File: config.mk
export PLATFORM = sky130hd
export DESIGN_NAME = addressable_led_spi_encoder
export DESIGN_NICKNAME = d
export VERILOG_FILES = /design/src/hdl/ales_pkg.sv /design/src/hdl/addressable_led_spi_encoder.sv /design/src/hdl/ales_seq.sv /design/src/hdl/ales_scale.sv /design/src/hdl/ales_encode.sv
export SDC_FILE = /design/constraint.sdc
export NUM_CORES = 1
export LEC_CHECK = 0
export ABC_CLOCK_PERIOD_IN_PS = 14900
export BUFFER_PORTS_ARGS = -buffer_cell sky130_fd_sc_hd__buf_2
export CORE_MARGIN = 2
export CORE_UTILIZATION = 60
export CTS_BUF_LIST = sky130_fd_sc_hd__clkbuf_16
export CTS_CLUSTER_DIAMETER = 80
export DETAILED_ROUTE_END_ITERATION = 16
export GPL_TIMING_DRIVEN = 1
export HOLD_SLACK_MARGIN = 0.03
export PLACE_DENSITY = 0.89
export SETUP_SLACK_MARGIN = 0.15
export SYNTH_ARGS = -nofsm -noshare
export SYNTH_HDL_FRONTEND = slang
export SYNTH_HIERARCHICAL = 1
export SYNTH_SLANG_ARGS = --single-unit
File: constraint.sdc
create_clock -name clock -period 14.9 [get_ports clock]
set_input_delay 1.49 -clock clock [delete_from_list [all_inputs] [get_ports clock]]
set_output_delay 1.49 -clock clock [all_outputs]
set_load 0.01 [all_outputs]
File: src/hdl/ales_pkg.sv
package ales_pkg;

   // Default count of all-zero latch words after a frame's last pixel
   localparam int LATCH_WORDS_DEFAULT = 6;

   // Control register indexes
   localparam logic [1:0] CSR_BRIGHTNESS = 2'd0;
   localparam logic [1:0] CSR_ONE_CODE   = 2'd1;
   localparam logic [1:0] CSR_ZERO_CODE  = 2'd2;

   // Control register reset values and the brightness limit
   localparam logic [6:0] BRIGHTNESS_RESET = 7'd100;
   localparam logic [6:0] BRIGHTNESS_MAX   = 7'd100;
   localparam logic [7:0] ONE_CODE_RESET   = 8'hF8;
   localparam logic [7:0] ZERO_CODE_RESET  = 8'hC0;

   // Word slots of one pixel, in transmit order
   localparam int WORD_GREEN = 0;
   localparam int WORD_RED   = 1;
   localparam int WORD_BLUE  = 2;
   localparam int DATA_WORDS = 3;

   // Rounding and divide by 100: floor(x * 20972 / 2^21) is exact for x < 43690
   localparam logic [14:0] ROUND_BIAS = 15'd50;
   localparam logic [14:0] DIV_RECIP  = 15'd20972;
   localparam int          DIV_SHIFT  = 21;
   localparam logic [8:0]  CHAN_MAX   = 9'd255;

   // Control that travels with each word through the pipeline
   typedef struct packed {
      logic valid;
      logic is_data;
      logic last_word;
   } word_tag_type;

   // Expand a byte into eight SPI code bytes, MSB first in bits 63..56
   function automatic logic [63:0] encode_byte(
      input logic [7:0] value,
      input logic [7:0] one_code,
      input logic [7:0] zero_code
   );
      logic [63:0] word;
      word = '0;
      for (int b = 0; b < 8; b++) begin
         word[b*8 +: 8] = value[b] ? one_code : zero_code;
      end
      return word;
   endfunction

endpackage

File: src/hdl/addressable_led_spi_encoder.sv
// Encodes RGB pixels for WS2812B-style LEDs driven from an SPI data line. Each accepted pixel
// gives three 64-bit words (green, red, blue), one per cycle while rsp_stall is low; each
// channel is scaled by the brightness register with rounding and each data bit becomes one SPI
// code byte, first byte in bits 63..56. A pixel flagged last_pixel is followed by LATCH_WORDS
// zero words, the final one marked by rsp_last_word. The word sequencer emits these words one
// word a cycle while the output is not stalled; the next pixel is taken as the previous one's
// final word moves on. The first word of a pixel passes the sequencer's pixel registers, the
// scale register and the output register, in that order, before it appears.
// Write the control registers only while no frame is in flight.
module addressable_led_spi_encoder #(
   parameter int LATCH_WORDS = ales_pkg::LATCH_WORDS_DEFAULT
) (
   input  logic        clock,
   input  logic        reset,
   input  logic        req_valid,
   output logic        req_stall,
   input  logic [7:0]  req_red,
   input  logic [7:0]  req_green,
   input  logic [7:0]  req_blue,
   input  logic        req_last_pixel,
   output logic        rsp_valid,
   input  logic        rsp_stall,
   output logic [63:0] rsp_spi_word,
   output logic        rsp_last_word,
   input  logic        csr_wen,
   input  logic [1:0]  csr_index,
   input  logic [7:0]  csr_wdata
);

   logic                   advance;
   logic [6:0]             brightness_ff;
   logic [7:0]             one_code_ff;
   logic [7:0]             zero_code_ff;
   logic [7:0]             chan_value;
   logic [14:0]            prod;
   ales_pkg::word_tag_type seq_tag;
   ales_pkg::word_tag_type scale_tag;

   // Move the whole pipeline when the output word is free or taken
   assign advance = !rsp_valid || !rsp_stall;

   // Control registers; brightness clamps at 100
   always_ff @(posedge clock) begin
      if (reset) begin
         brightness_ff <= ales_pkg::BRIGHTNESS_RESET;
         one_code_ff   <= ales_pkg::ONE_CODE_RESET;
         zero_code_ff  <= ales_pkg::ZERO_CODE_RESET;
      end else if (csr_wen) begin
         case (csr_index)
            ales_pkg::CSR_BRIGHTNESS:
               brightness_ff <= (csr_wdata[6:0] > ales_pkg::BRIGHTNESS_MAX) ?
                                ales_pkg::BRIGHTNESS_MAX : csr_wdata[6:0];
            ales_pkg::CSR_ONE_CODE:  one_code_ff  <= csr_wdata;
            ales_pkg::CSR_ZERO_CODE: zero_code_ff <= csr_wdata;
            default: ;
         endcase
      end
   end

   ales_seq #(
      .LATCH_WORDS(LATCH_WORDS)
   ) u_seq (
      .clock          (clock),
      .reset          (reset),
      .advance        (advance),
      .req_valid      (req_valid),
      .req_stall      (req_stall),
      .req_red        (req_red),
      .req_green      (req_green),
      .req_blue       (req_blue),
      .req_last_pixel (req_last_pixel),
      .chan_value     (chan_value),
      .tag            (seq_tag)
   );

   ales_scale u_scale (
      .clock      (clock),
      .reset      (reset),
      .advance    (advance),
      .chan_value (chan_value),
      .brightness (brightness_ff),
      .tag_in     (seq_tag),
      .prod       (prod),
      .tag        (scale_tag)
   );

   ales_encode u_encode (
      .clock         (clock),
      .reset         (reset),
      .advance       (advance),
      .prod          (prod),
      .tag_in        (scale_tag),
      .one_code      (one_code_ff),
      .zero_code     (zero_code_ff),
      .rsp_valid     (rsp_valid),
      .rsp_spi_word  (rsp_spi_word),
      .rsp_last_word (rsp_last_word)
   );

   // Brightness never leaves its legal range
   a_bright_range: assert property (@(posedge clock) disable iff (reset)
      brightness_ff <= ales_pkg::BRIGHTNESS_MAX)
      else $error("brightness above 100");

   // The frame-end word is a latch word
   a_last_is_latch: assert property (@(posedge clock) disable iff (reset)
      rsp_valid && rsp_last_word |-> rsp_spi_word == 64'd0)
      else $error("last word carries data");

   // A scaled channel waiting behind a stalled output holds
   a_scale_hold: assert property (@(posedge clock) disable iff (reset)
      scale_tag.valid && !advance |=> $stable(prod) && $stable(scale_tag))
      else $error("scale stage changed under stall");

   // A latch word in the scale register comes out as an all-zero word
   a_latch_no_data: assert property (@(posedge clock) disable iff (reset)
      scale_tag.valid && !scale_tag.is_data && advance |=> rsp_spi_word == 64'd0)
      else $error("latch word not zero");

endmodule

File: src/hdl/ales_seq.sv
module ales_seq #(
   parameter int LATCH_WORDS = ales_pkg::LATCH_WORDS_DEFAULT
) (
   input  logic                     clock,
   input  logic                     reset,
   input  logic                     advance,
   input  logic                     req_valid,
   output logic                     req_stall,
   input  logic [7:0]               req_red,
   input  logic [7:0]               req_green,
   input  logic [7:0]               req_blue,
   input  logic                     req_last_pixel,
   output logic [7:0]               chan_value,
   output ales_pkg::word_tag_type   tag
);

   localparam int IDX_W = $clog2(ales_pkg::DATA_WORDS + LATCH_WORDS);
   localparam logic [IDX_W-1:0] LAST_DATA_IDX  = IDX_W'(ales_pkg::WORD_BLUE);
   localparam logic [IDX_W-1:0] LAST_LATCH_IDX =
      IDX_W'(ales_pkg::DATA_WORDS + LATCH_WORDS - 1);

   logic             busy_ff;
   logic [IDX_W-1:0] idx_ff;
   logic [7:0]       red_ff, green_ff, blue_ff;
   logic             last_pixel_ff;
   logic             final_word;
   logic             accept;

   // The word in flight is the pixel's last one
   assign final_word = busy_ff &&
      ((idx_ff == LAST_DATA_IDX && !last_pixel_ff) || idx_ff == LAST_LATCH_IDX);

   // Take a new pixel when empty or when the last word moves on
   assign req_stall = busy_ff && !(advance && final_word);
   assign accept    = req_valid && !req_stall;

   // Hold the pixel and step through its words
   always_ff @(posedge clock) begin
      if (reset) begin
         busy_ff <= 1'b0;
         idx_ff  <= '0;
      end else if (accept) begin
         busy_ff <= 1'b1;
         idx_ff  <= '0;
      end else if (advance && busy_ff) begin
         if (final_word) begin
            busy_ff <= 1'b0;
         end else begin
            idx_ff <= idx_ff + 1'b1;
         end
      end
   end

   always_ff @(posedge clock) begin
      if (accept) begin
         red_ff        <= req_red;
         green_ff      <= req_green;
         blue_ff       <= req_blue;
         last_pixel_ff <= req_last_pixel;
      end
   end

   // Pick the channel for the current word
   always_comb begin
      case (idx_ff)
         IDX_W'(ales_pkg::WORD_GREEN): chan_value = green_ff;
         IDX_W'(ales_pkg::WORD_RED):   chan_value = red_ff;
         IDX_W'(ales_pkg::WORD_BLUE):  chan_value = blue_ff;
         default:                      chan_value = 8'd0;
      endcase
   end

   always_comb begin
      tag.valid     = busy_ff;
      tag.is_data   = idx_ff <= LAST_DATA_IDX;
      tag.last_word = idx_ff == LAST_LATCH_IDX;
   end

endmodule

File: src/hdl/ales_scale.sv
module ales_scale (
   input  logic                     clock,
   input  logic                     reset,
   input  logic                     advance,
   input  logic [7:0]               chan_value,
   input  logic [6:0]               brightness,
   input  ales_pkg::word_tag_type   tag_in,
   output logic [14:0]              prod,
   output ales_pkg::word_tag_type   tag
);

   ales_pkg::word_tag_type tag_ff;
   logic [14:0]            prod_ff;
   logic [14:0]            prod_in;

   // Scale with rounding bias: v * p + 50
   assign prod_in = 15'(chan_value * brightness) + ales_pkg::ROUND_BIAS;

   always_ff @(posedge clock) begin
      if (reset) begin
         tag_ff <= '0;
      end else if (advance) begin
         tag_ff <= tag_in;
      end
   end

   always_ff @(posedge clock) begin
      if (advance) begin
         prod_ff <= prod_in;
      end
   end

   assign prod = prod_ff;
   assign tag  = tag_ff;

endmodule

File: src/hdl/ales_encode.sv
module ales_encode (
   input  logic                     clock,
   input  logic                     reset,
   input  logic                     advance,
   input  logic [14:0]              prod,
   input  ales_pkg::word_tag_type   tag_in,
   input  logic [7:0]               one_code,
   input  logic [7:0]               zero_code,
   output logic                     rsp_valid,
   output logic [63:0]              rsp_spi_word,
   output logic                     rsp_last_word
);

   logic [29:0] recip_prod;
   logic [8:0]  quot;
   logic [7:0]  scaled;
   logic        valid_ff;
   logic [63:0] spi_word_ff, spi_word_in;
   logic        last_word_ff;

   // Divide by 100 through the reciprocal, then saturate
   assign recip_prod = prod * ales_pkg::DIV_RECIP;
   assign quot       = recip_prod[ales_pkg::DIV_SHIFT +: 9];
   assign scaled     = (quot > ales_pkg::CHAN_MAX) ? 8'hFF : quot[7:0];

   // Data words carry the code bytes, latch words are zero
   assign spi_word_in = tag_in.is_data ?
      ales_pkg::encode_byte(scaled, one_code, zero_code) : 64'd0;

   always_ff @(posedge clock) begin
      if (reset) begin
         valid_ff <= 1'b0;
      end else if (advance) begin
         valid_ff <= tag_in.valid;
      end
   end

   always_ff @(posedge clock) begin
      if (advance) begin
         spi_word_ff  <= spi_word_in;
         last_word_ff <= tag_in.last_word && !tag_in.is_data;
      end
   end

   assign rsp_valid     = valid_ff;
   assign rsp_spi_word  = spi_word_ff;
   assign rsp_last_word = last_word_ff;

endmodule

Yosys cells after proc, flatten, opt, wreduce, memory -nomap -nowiden
Cells that the tools add are included.
W data, S select, Z words.

cells by class
  $add $sub $neg = 2
  multipliers = 2
  divide/modulo/power cells = 0
  order comparisons = 3
  equality and inequality tests = 5
  shifts and indexed selects = 0
  mux-type cells = 14
  bitwise operators = 1
  reduce and logical (&&, ||, !) cells = 25

operators by type and width
  kind                      count
  $mux W8                   9
  $mul A15 B13 Y28 const B  1
  $pmux W8 S3               1
  $add A15 B6 Y15 const B   1
  $mul A8 B7 Y15            1
  $reduce_and A2 Y1         5
  $gt A9 B8 Y1 const B      1
  $gt A7 B7 Y1 const B      1
  $logic_and A1 B1 Y1       7
  $mux W7                   1
  $logic_not A1 Y1          6
  $add A4 B1 Y4 const B     1
  $eq A4 B1 Y1 const B      1
  $eq A4 B2 Y1 const B      1
  $eq A4 B4 Y1 const B      1
  $le A4 B2 Y1 const B      1
  $logic_not A4 Y1          1
  $reduce_bool A2 Y1        2
  $mux W1                   3
  $eq A2 B1 Y1 const B      1
  $eq A2 B2 Y1 const B      1
  $logic_not A2 Y1          1
  $logic_or A1 B1 Y1        2
  $reduce_or A2 Y1          1
  $not A1 Y1                1

word-level totals
  register bits = 137
  bits in latches = 0
  bits in writable memories = 0
  memory bits (read-only) = 0
  bits of input ports = 40
  word-level logic and storage cells = 68
  memories = 0

Logic depth before layout (Yosys ltp)
Gate-level depths: netlist (run 1).

  depth in word-level cells = 11
  depth in mapped cells = 19

By module
The synthesis (run 1) kept the hierarchy.

modules (own cells, without submodules)
  module                       times used  cells each  area an instance (um^2)
  ales_encode                  1           658         7154.4
  ales_scale                   1           228         2407.3
  ales_seq                     1           95          1318.8
  addressable_led_spi_encoder  1           100         887.1

Least setup slack after synthesis (run 1)
Ideal clock, no wire load.

  kind = input -> register
  start point = input rsp_stall
  end point = register u_seq.blue_ff[0], enable pin
  arrival time = 5.057 ns
  required time = 14.485 ns
  setup slack = 9.428 ns
  cell stages on the path = 4
  path buffers = 1
  cell sequence = nand2_1 > clkbuf_1 > o21ai_0 > a21oi_1

between the ends
  longest elaborated chain between the ends = 7

RTL lines
  element               line                               RTL
  from (decl)           addressable_led_spi_encoder.sv:22  input logic rsp_stall,
  $logic_not A1 Y1      addressable_led_spi_encoder.sv:40  assign advance = !rsp_valid || !rsp_stall;
  $logic_or A1 B1 Y1    addressable_led_spi_encoder.sv:40
  $logic_and A1 B1 Y1   ales_seq.sv:34                     assign req_stall = busy_ff && !(advance && final_word);
  $logic_not A1 Y1      ales_seq.sv:34
  $logic_and A1 B1 Y1   ales_seq.sv:34
  $logic_not A1 Y1      ales_seq.sv:35                     assign accept = req_valid && !req_stall;
  $logic_and A1 B1 Y1   ales_seq.sv:35
  via u_seq.accept      ales_seq.sv:27                     logic accept;
  to (signal assigned)  ales_seq.sv:58                     blue_ff <= req_blue;
  to (decl)             ales_seq.sv:24                     logic [7:0] red_ff, green_ff, blue_ff;

The timed path passes the listed nets, and every way through them passes these cells.
A chain may end at the register's enable or synchronous reset.

Worst setup path after layout (run 1)
  start point = register u_scale.prod_ff[12], in the netlist u_scale/prod[12]
  end point = register u_encode.spi_word_ff[36], in the netlist u_encode/rsp_spi_word[36] (data pin)

between the ends
  longest elaborated chain between the ends = 4

RTL lines
  element                 line               RTL
  from (decl)             ales_scale.sv:13   logic [14:0] prod_ff;
  from (signal assigned)  ales_scale.sv:29   prod_ff <= prod_in;
  $mul A15 B13 Y28 (*)    ales_encode.sv:22  assign recip_prod = prod * ales_pkg::DIV_RECIP;
  $gt A9 B8 Y1            ales_encode.sv:24  assign scaled = (quot > ales_pkg::CHAN_MAX) ? 8'hFF : quot[7:0];
  $mux W8 (*)             ales_encode.sv:24
  $mux W8 (*)             ales_pkg.sv:45     word[b*8 +: 8] = value[b] ? one_code : zero_code;
  to (signal assigned)    ales_encode.sv:40  spi_word_ff <= spi_word_in;
  to (decl)               ales_encode.sv:18  logic [63:0] spi_word_ff, spi_word_in;

Mark *: on every way between the ends. The rest lies on a longest branch, timed or not.

==> metrics.log, run 1 <==
INFO  metric run_status = completed
INFO  metric cp_top_family = adder cells
INFO  metric synth_async_sr_flop_share = 0%
INFO  metric wl_met3 = 1460 um
INFO  metric cts.htree.levels = 4
INFO  metric route.detailed.wl_per_inst = 18.0 um
INFO  metric globalplace.congestion = 0.893
INFO  metric vias = 8555
INFO  metric clock_root_buffer = clkbuf_16
INFO  metric route.met2.wl = 13400 um
INFO  metric hold_violations = 0
INFO  metric cts_inserted_buffers = 17
INFO  metric drt_first_pass_iters = 6
INFO  metric grt_first_pass_wirelength = 43100 um
INFO  metric finalNetCount = 1456
INFO  metric r2r_start = u_scale/prod[12]$_DFFE_PP_
INFO  metric holdBufCountCts = 0
INFO  metric worst-slew-pin-transition = 1.25 ns
INFO  metric clkSlewWorstSetupHoldPaths = 0.06 ns
INFO  metric antenna_found_initial = 0
INFO  metric synth_fa_ha_area_share = 31.8%
INFO  metric worstHoldStart = u_scale/tag[0]$_SDFFE_PP0P_
INFO  metric core = 19300 um2
INFO  metric placement_rows = 51
INFO  metric port_buffers = 106
INFO  metric grt_usage = 26.6%
INFO  metric netlist_instances = 1081
INFO  metric hold-path-cell-count = 2
INFO  metric rsz_0062_raised_after_global_routing = false
INFO  metric dieWidth = 144 um
INFO  metric avgViaCountPerCell = 5.87
INFO  metric synth.yosys.warnings = 6
INFO  metric post_synthesis_net_count = 1359
INFO  metric clock-skew-final = 0.0149 ns
INFO  metric clk-insertion-delay-late = 0.44 ns
INFO  metric post_synthesis_compound_gate_area_fraction = 9.58%
INFO  metric crit_path_top_delay_cell = a211oi_4
INFO  metric timing_max_transition_violations_final = 0
INFO  metric cpMostUsedCell = fa_1
INFO  metric top_layer_used = met4
INFO  metric r2r_end = u_encode/rsp_spi_word[36]$_SDFFCE_PN0P_
INFO  metric detail_route.wirelength.met1 = 10700 um
INFO  metric cell_chain_of_the_critical_path = fa_1 > ha_1 > inv_1 > fa_1 > fa_1 > fa_1 > inv_1 > ha_1 > a21oi_1 > o21ai_2 > o211ai_1 > a311oi_2 > a211oi_4 > nand4b_1 > mux2i_1
INFO  metric initialDrtViolationCount = 576
INFO  metric floorplan.initialDensity = 60.9%
INFO  metric die-area = 20700 um2
INFO  metric synth.distinct_cells = 77
INFO  metric postCtsSetupBuffers = 0
INFO  metric grt_pass1_vias = 9015
INFO  metric synth.ff_latch_count = 137
INFO  metric grt_max_degree = 72
INFO  metric final_period_minus_worst_setup_slack = 6.48 ns
INFO  metric worst-path-max-fanout = 23
INFO  metric final_min_period_over_clock_period = 43.5%
INFO  metric die_h = 144 um
INFO  metric share_of_the_yosys_chip_area_belonging_to_registers = 32.2%
INFO  metric tritoncts_clock_tree = done
INFO  metric setup-tns-final = 0 ns
INFO  metric num_io_pins = 107
INFO  metric synth_simple_gate_area_share = 12.4%
INFO  metric cell_area_after_technology_mapping = 11800 um2
INFO  metric worst_path_largest_cell_delay = 1.04 ns
INFO  metric critical_path.startpoint_type = flop
INFO  metric dp_hpwl = 19500 um
INFO  metric drc_errors = 0
INFO  metric rr_worst_depth = 15
INFO  metric timing.critical_path.buf_inv = 2
INFO  metric detail_route.wirelength = 26200 um
INFO  metric relSlewSlack = 16.1%
INFO  metric min_delay_worst_endpoint = u_scale/tag[0]$_SDFFE_PP0P_
INFO  metric crit_type = reg2reg
INFO  metric muxShareOfSynthArea = 6.29%
INFO  metric cts_num_sinks = 137
INFO  metric synth_top_family_by_area = adder cells
INFO  metric postSynthAreaPerCell = 10.9 um2
INFO  metric r2r_setup_slack = 8.42 ns
INFO  metric globalRoute.totalOverflow = 0
INFO  metric syn_to_final_growth = 11.2%
INFO  metric hold_class = reg2reg
INFO  metric count_of_flip_flops_with_a_built_in_enable_after_synthesis = 105
INFO  metric maxCapViolCount = 0
INFO  metric fmax = 154 MHz
INFO  metric crit_path_end_kind = flop
INFO  metric final_setup_vio_count = 0
INFO  metric antenna_violating_nets_post_route = 0
INFO  metric worst_ep_required_time = 15.05 ns
INFO  metric ctsResizeCount = 0
INFO  metric final_layout_size_suffix_gt1_share = 13.7%
INFO  metric cp_data_arrival_time = 6.64 ns
INFO  metric synth_xor_xnor_area_share = 1.04%
INFO  metric ys_dominant_reg_cell = edfxtp_1
INFO  metric clock_path_buffers = 2
## flip-flops by register name, summed over array words and instances (netlist names)
register,flops
u_scale/tag,3
zero_code_ff,8
u_seq/idx_ff,4
u_scale/prod,15
one_code_ff,8
u_seq/green_ff,8
u_encode/rsp_spi_word,64
u_seq/blue_ff,8
u_encode/rsp_last_word,1
u_seq/last_pixel_ff,1
brightness_ff,7
u_encode/rsp_valid,1
u_seq/busy_ff,1
u_seq/red_ff,8
## metrics by stage
step	instances	hold WS [ns]	area, um2	worst slack [ns]	util, %
after global placement	1424	0.471	12500	8.78	64.7
after detailed placement	1424	0.503	12500	8.50	64.7
final	1457	0.513	13100	8.42	67.7
after floorplan	1081	0.452	11800	9.43	-
after global routing	1456	0.554	13100	8.11	67.6
after CTS	1456	0.512	13100	8.47	67.6
## cells in the mapped netlist, types with 13 or more instances
master / count / area share (%)
fa_1: 102 / 17
and3_1: 13 / 0.69
and2_1: 45 / 2.4
nand3_1: 19 / 0.81
a21oi_1: 49 / 2.1
inv_1: 168 / 5.4
edfxtp_1: 105 / 27
ha_1: 136 / 14
nand3b_1: 25 / 1.6
clkbuf_1: 14 / 0.45
nor2_1: 34 / 1.1
dfxtp_1: 32 / 5.4
o21ai_0: 20 / 0.85
mux2i_1: 74 / 6.3
nand2_1: 84 / 2.7
## worst reg2reg max path, stage by stage, from the launching register on
cell and delay (ns):
edfxtp_1 0.56, fa_1 0.54, ha_1 0.31, inv_1 0.11, fa_1 0.47, fa_1 0.52
fa_1 0.56, inv_1 0.05, ha_1 0.37, a21oi_1 0.35, o21ai_2 0.14, o211ai_1 0.29
a311oi_2 0.10, a211oi_4 1.04, nand4b_1 0.60, mux2i_1 0.19
## logic make-up after synthesis
| kind of cell | after synthesis |
|---|---|
| buffers and inverters | 199 |
| multiplexers | 74 |
| AO/OA/AOI/OAI | 151 |
| adder cells (fa/ha/maj) | 238 |
| flip-flops | 137 |
| AND/OR/NAND/NOR | 268 |
| XOR/XNOR | 14 |
## how the worst max path moves through the flow
stage	startpoint	endpoint	slack, ns	cells after the start
floorplan	rsp_stall	u_seq/blue_ff[0]$_DFFE_PP_	9.43	4
global placement	u_scale/prod[12]$_DFFE_PP_	u_encode/rsp_spi_word[33]$_SDFFCE_PN0P_	8.78	17
detailed placement	u_scale/prod[12]$_DFFE_PP_	u_encode/rsp_spi_word[36]$_SDFFCE_PN0P_	8.50	17
CTS	u_scale/prod[12]$_DFFE_PP_	u_encode/rsp_spi_word[36]$_SDFFCE_PN0P_	8.47	17
global route	u_scale/prod[12]$_DFFE_PP_	u_encode/rsp_spi_word[37]$_SDFFCE_PN0P_	8.11	15
finish	u_scale/prod[12]$_DFFE_PP_	u_encode/rsp_spi_word[36]$_SDFFCE_PN0P_	8.42	15
## cell type report
cell class	count	area, um2
multi-input cells	745	7210
clock buffers	17	425
inverters	169	637
fillers	1331	6250
flip-flops and latches	137	3790
diodes	1	2.50
well taps	265	332
repair buffers	108	546
clock inverters	15	138
## cells in the final DEF (no fill, tap or decap), drive strengths merged, types with 19 or more instances in the layout
cell type  count
o21ai         21
dfxtp         32
nand3b        26
edfxtp       105
nor2          37
mux2i         74
buf          108
fa           102
and2          45
nand2         84
nand3         19
inv          177
ha           136
a21oi         51
## metal layers
metal	vias up	GRT usage [%]
met3	56	5.30
met1	4243	32.6
li1	3963	-
met4	0	9.91
met2	293	46.6
met5	-	0
Power of run 1 is left out: the tool's default activity adds up to more than one toggle a clock period on the data nets, which glitch-free logic cannot reach.
==> run 2: changes to the inputs <==
--- a/config.mk
+++ b/config.mk
@@ -5,16 +5,17 @@
 export SDC_FILE = /design/constraint.sdc
 export NUM_CORES = 1
 export LEC_CHECK = 0
-export ABC_CLOCK_PERIOD_IN_PS = 14900
+export ABC_AREA = 1
+export ABC_CLOCK_PERIOD_IN_PS = 5440
 export BUFFER_PORTS_ARGS = -buffer_cell sky130_fd_sc_hd__buf_2
 export CORE_MARGIN = 2
-export CORE_UTILIZATION = 60
+export CORE_UTILIZATION = 56
 export CTS_BUF_LIST = sky130_fd_sc_hd__clkbuf_16
 export CTS_CLUSTER_DIAMETER = 80
 export DETAILED_ROUTE_END_ITERATION = 16
 export GPL_TIMING_DRIVEN = 1
 export HOLD_SLACK_MARGIN = 0.03
-export PLACE_DENSITY = 0.89
+export PLACE_DENSITY = 0.87
 export SETUP_SLACK_MARGIN = 0.15
 export SYNTH_ARGS = -nofsm -noshare
 export SYNTH_HDL_FRONTEND = slang
==> constraint.sdc (replaced) <==
create_clock -name clock -period 5.44 [get_ports clock]
set_input_delay 0.544 -clock clock [delete_from_list [all_inputs] [get_ports clock]]
set_output_delay 0.544 -clock clock [all_outputs]
set_load 0.01 [all_outputs]
==> run 2 against run 1 <==
Wire length up 19%. First-iteration DRC count grew 89%. Synthesized cell count up 42%. Worst hold slack lost 0.22 ns. Largest cell class unchanged.
==> metrics.log, run 2 <==
INFO  metric mostFrequentLayoutCell = nand2_1
INFO  metric port_buffers = 106
INFO  metric final_layout_size_suffix_gt1_share = 12.5%
INFO  metric route.detailed.wl_per_inst = 16.1 um
INFO  metric initialDrtViolationCount = 1087
INFO  metric netlist_instances = 1535
INFO  metric pre_cts_ws = 0.239 ns
INFO  metric avgViaCountPerCell = 5.42
INFO  metric cp_top_family = adder cells
INFO  metric antenna_found_initial = 1
INFO  metric grt_max_degree = 81
INFO  metric setup-tns-final = 0 ns
INFO  metric syn_to_final_growth = 11.9%
INFO  metric floorplan.initialDensity = 57.3%
INFO  metric final_period_minus_worst_setup_slack = 5.26 ns
INFO  metric final_min_period_over_clock_period = 96.7%
INFO  metric detail_route.wirelength = 31100 um
INFO  metric finalNetCount = 1914
INFO  metric postSynthAreaPerCell = 8.20 um2
INFO  metric drc_errors = 0
INFO  metric cpMostUsedCell = inv_1
INFO  metric synth.yosys.warnings = 6
INFO  metric cts_inserted_buffers = 17
INFO  metric crit_type = reg2reg
INFO  metric cp_data_arrival_time = 5.42 ns
INFO  metric synthTopCellsByCount = 383 x nand2_1, 326 x inv_1, 136 x ha_1
INFO  metric worst_ep_required_time = 5.60 ns
INFO  metric synth_largest_area_cell = edfxtp_1
INFO  metric multiInputGateArea = 7310 um2
INFO  metric crit_path_top_delay_cell = fa_1
INFO  metric cell_area_after_technology_mapping = 12600 um2
INFO  metric hold_class = in2reg
INFO  metric dieWidth = 154 um
INFO  metric rsz_0062_raised_after_global_routing = true
INFO  metric fmax = 190 MHz
INFO  metric antenna_violating_nets_post_route = 0
INFO  metric grt_first_pass_wirelength = 48600 um
INFO  metric clock-skew-final = 0.0159 ns
INFO  metric timing.critical_path.buf_inv = 8
INFO  metric critical_path.startpoint = u_scale/prod[12]$_DFFE_PP_
INFO  metric crit_path_end_kind = flop
INFO  metric ys_dominant_reg_cell = edfxtp_1
INFO  metric tritoncts_clock_tree = done
INFO  metric hold_violations = 0
INFO  metric dp_hpwl = 22700 um
INFO  metric num_io_pins = 107
INFO  metric worst-path-max-fanout = 16
INFO  metric clock_root_buffer = clkbuf_16
INFO  metric globalplace.congestion = 0.925
INFO  metric layout.cells.most_common_list = 377 x nand2_1, 327 x inv_1, 136 x ha_1, 123 x nor2_1, 111 x nand3_1
INFO  metric synth_async_sr_flop_share = 0%
INFO  metric critical_path.startpoint_type = flop
INFO  metric share_of_the_yosys_chip_area_belonging_to_registers = 30.1%
INFO  metric grt_pass1_vias = 10168
INFO  metric worst_path_largest_cell_delay = 0.53 ns
INFO  metric placement_rows = 54
INFO  metric cts.htree.levels = 4
INFO  metric post_synthesis_net_count = 1813
INFO  metric synth.ff_latch_count = 137
INFO  metric synth.distinct_cells = 35
INFO  metric register_area = 3790 um2
INFO  metric run_status = completed
INFO  metric clk-insertion-delay-late = 0.43 ns
INFO  metric timing_max_transition_violations_final = 0
INFO  metric yosys.cell_count.top_type = nand2_1
INFO  metric clock_path_buffers = 2
INFO  metric final_setup_vio_count = 0
INFO  metric timing.final.ws_setup = 0.178 ns
INFO  metric cts_num_sinks = 137
INFO  metric die_h = 154 um
INFO  metric core = 22000 um2
INFO  metric relSlewSlack = 30.0%
INFO  metric clkSlewWorstSetupHoldPaths = 0.06 ns
INFO  metric worst-slew-pin-transition = 1.05 ns
INFO  metric cell_chain_of_the_critical_path = buf_4 > fa_1 > ha_1 > inv_1 > fa_1 > inv_1 > fa_1 > inv_1 > fa_1 > inv_1 > ha_1 > nand2_1 > inv_1 > nand2_1 > nand2_1 > inv_1 > nand2_1 > nand2_1 > nand3_1 > nand2_4 > nand2_4 > clkbuf_16 > a21oi_1 > nor2_1
INFO  metric die-area = 23700 um2
INFO  metric flip_flop_count_of_the_largest_register_all_copies_and_words_added = 64
INFO  metric maxCapViolCount = 0
INFO  metric worstHoldStart = req_red[0]
INFO  metric globalRoute.totalOverflow = 0
INFO  metric count_of_flip_flops_with_a_built_in_enable_after_synthesis = 105
INFO  metric netlist_top_cells_area = edfxtp_1 25%, fa_1 16%, ha_1 14%, nand2_1 11%, inv_1 9.7%
INFO  metric vias = 10467
INFO  metric drt_first_pass_iters = 8
INFO  metric synth_top_area_share = 25.0%
INFO  metric grt_usage = 25.9%
INFO  metric fillerInstances = 1650
INFO  metric r2r_start = u_scale/prod[12]$_DFFE_PP_
[run 2: changes by cell type after synthesis, moves of 12 or more]
cell / before / now
a21oi_1: 49 / 90
and2_1: 45 / 0
and3_1: 13 / 0
buf_6: 1 / 15
inv_1: 168 / 326
mux2i_1: 74 / 1
nand2_1: 84 / 383
nand2_2: 0 / 12
nand3_1: 19 / 112
nand3b_1: 25 / 3
nor2_1: 34 / 125
[run 2: routing by layer]
metal,global-route usage [%],vias up,share of wire (%)
met5,0,-,0
met4,9.61,0,3.7
met3,4.28,97,8.6
met2,46.7,554,50
met1,31.2,4839,38
li1,-,4977,-
[run 2: per-stage QoR]
stage,std cells,area [um2],utilization (%),hold WS [ns]
after floorplan,1535,12600,-,0.424
after global placement,1880,13200,60.2,0.451
after detailed placement,1880,13200,60.2,0.458
after CTS,1912,13800,63.0,0.282
after global routing,1930,14100,64.1,0.280
final,1930,14100,64.1,0.292
[run 2: path summary, 6_finish.rpt]
check                                                          endpoint  slack, ns  cells after the start
worst max-delay path            u_encode/rsp_spi_word[59]$_SDFFCE_PN0P_       0.18                     24
worst min-delay path                          u_seq/red_ff[0]$_DFFE_PP_       0.29                      1
worst max register to register  u_encode/rsp_spi_word[59]$_SDFFCE_PN0P_       0.18                     24
worst min register to register              u_scale/tag[0]$_SDFFE_PP0P_       0.47                      2
[run 2: worst reg2reg max path: cells and delay by family, from the launching register on]
kind / cells / cell delay, ns
adders and majority gates: 6 / 2.65
DFF: 1 / 0.44
AOI/OAI and AO/OA: 1 / 0.25
and+or+nand+nor: 9 / 0.94
buffers and inverters: 8 / 0.73
[run 2: kinds of logic after synthesis]
logic type	synth area share, %
simple gates	22.3
buf+inv	12.5
fa+ha+maj	29.7
flops	30.1
compound gates	4.63
xor+xnor	0.626
mux	0.0795
[run 2: cell type report]
cell class | instances | share of cell area [%]
Antenna cell | 1 | 0.0178
Clock buffer | 19 | 3.38
Clock inverter | 13 | 0.995
Inverter | 329 | 8.79
Multi-Input combinational cell | 1023 | 51.9
Sequential cell | 137 | 27.0
Tap cell | 280 | 2.49
Timing Repair Buffer | 128 | 5.47
[run 2: what timing repair did]
item,in CTS,in global routing
gates resized for setup,0,16
setup endpoints to repair,0,65
hold buffers,0,0
setup buffers,0,12
Power of run 2 is left out for the same reason.
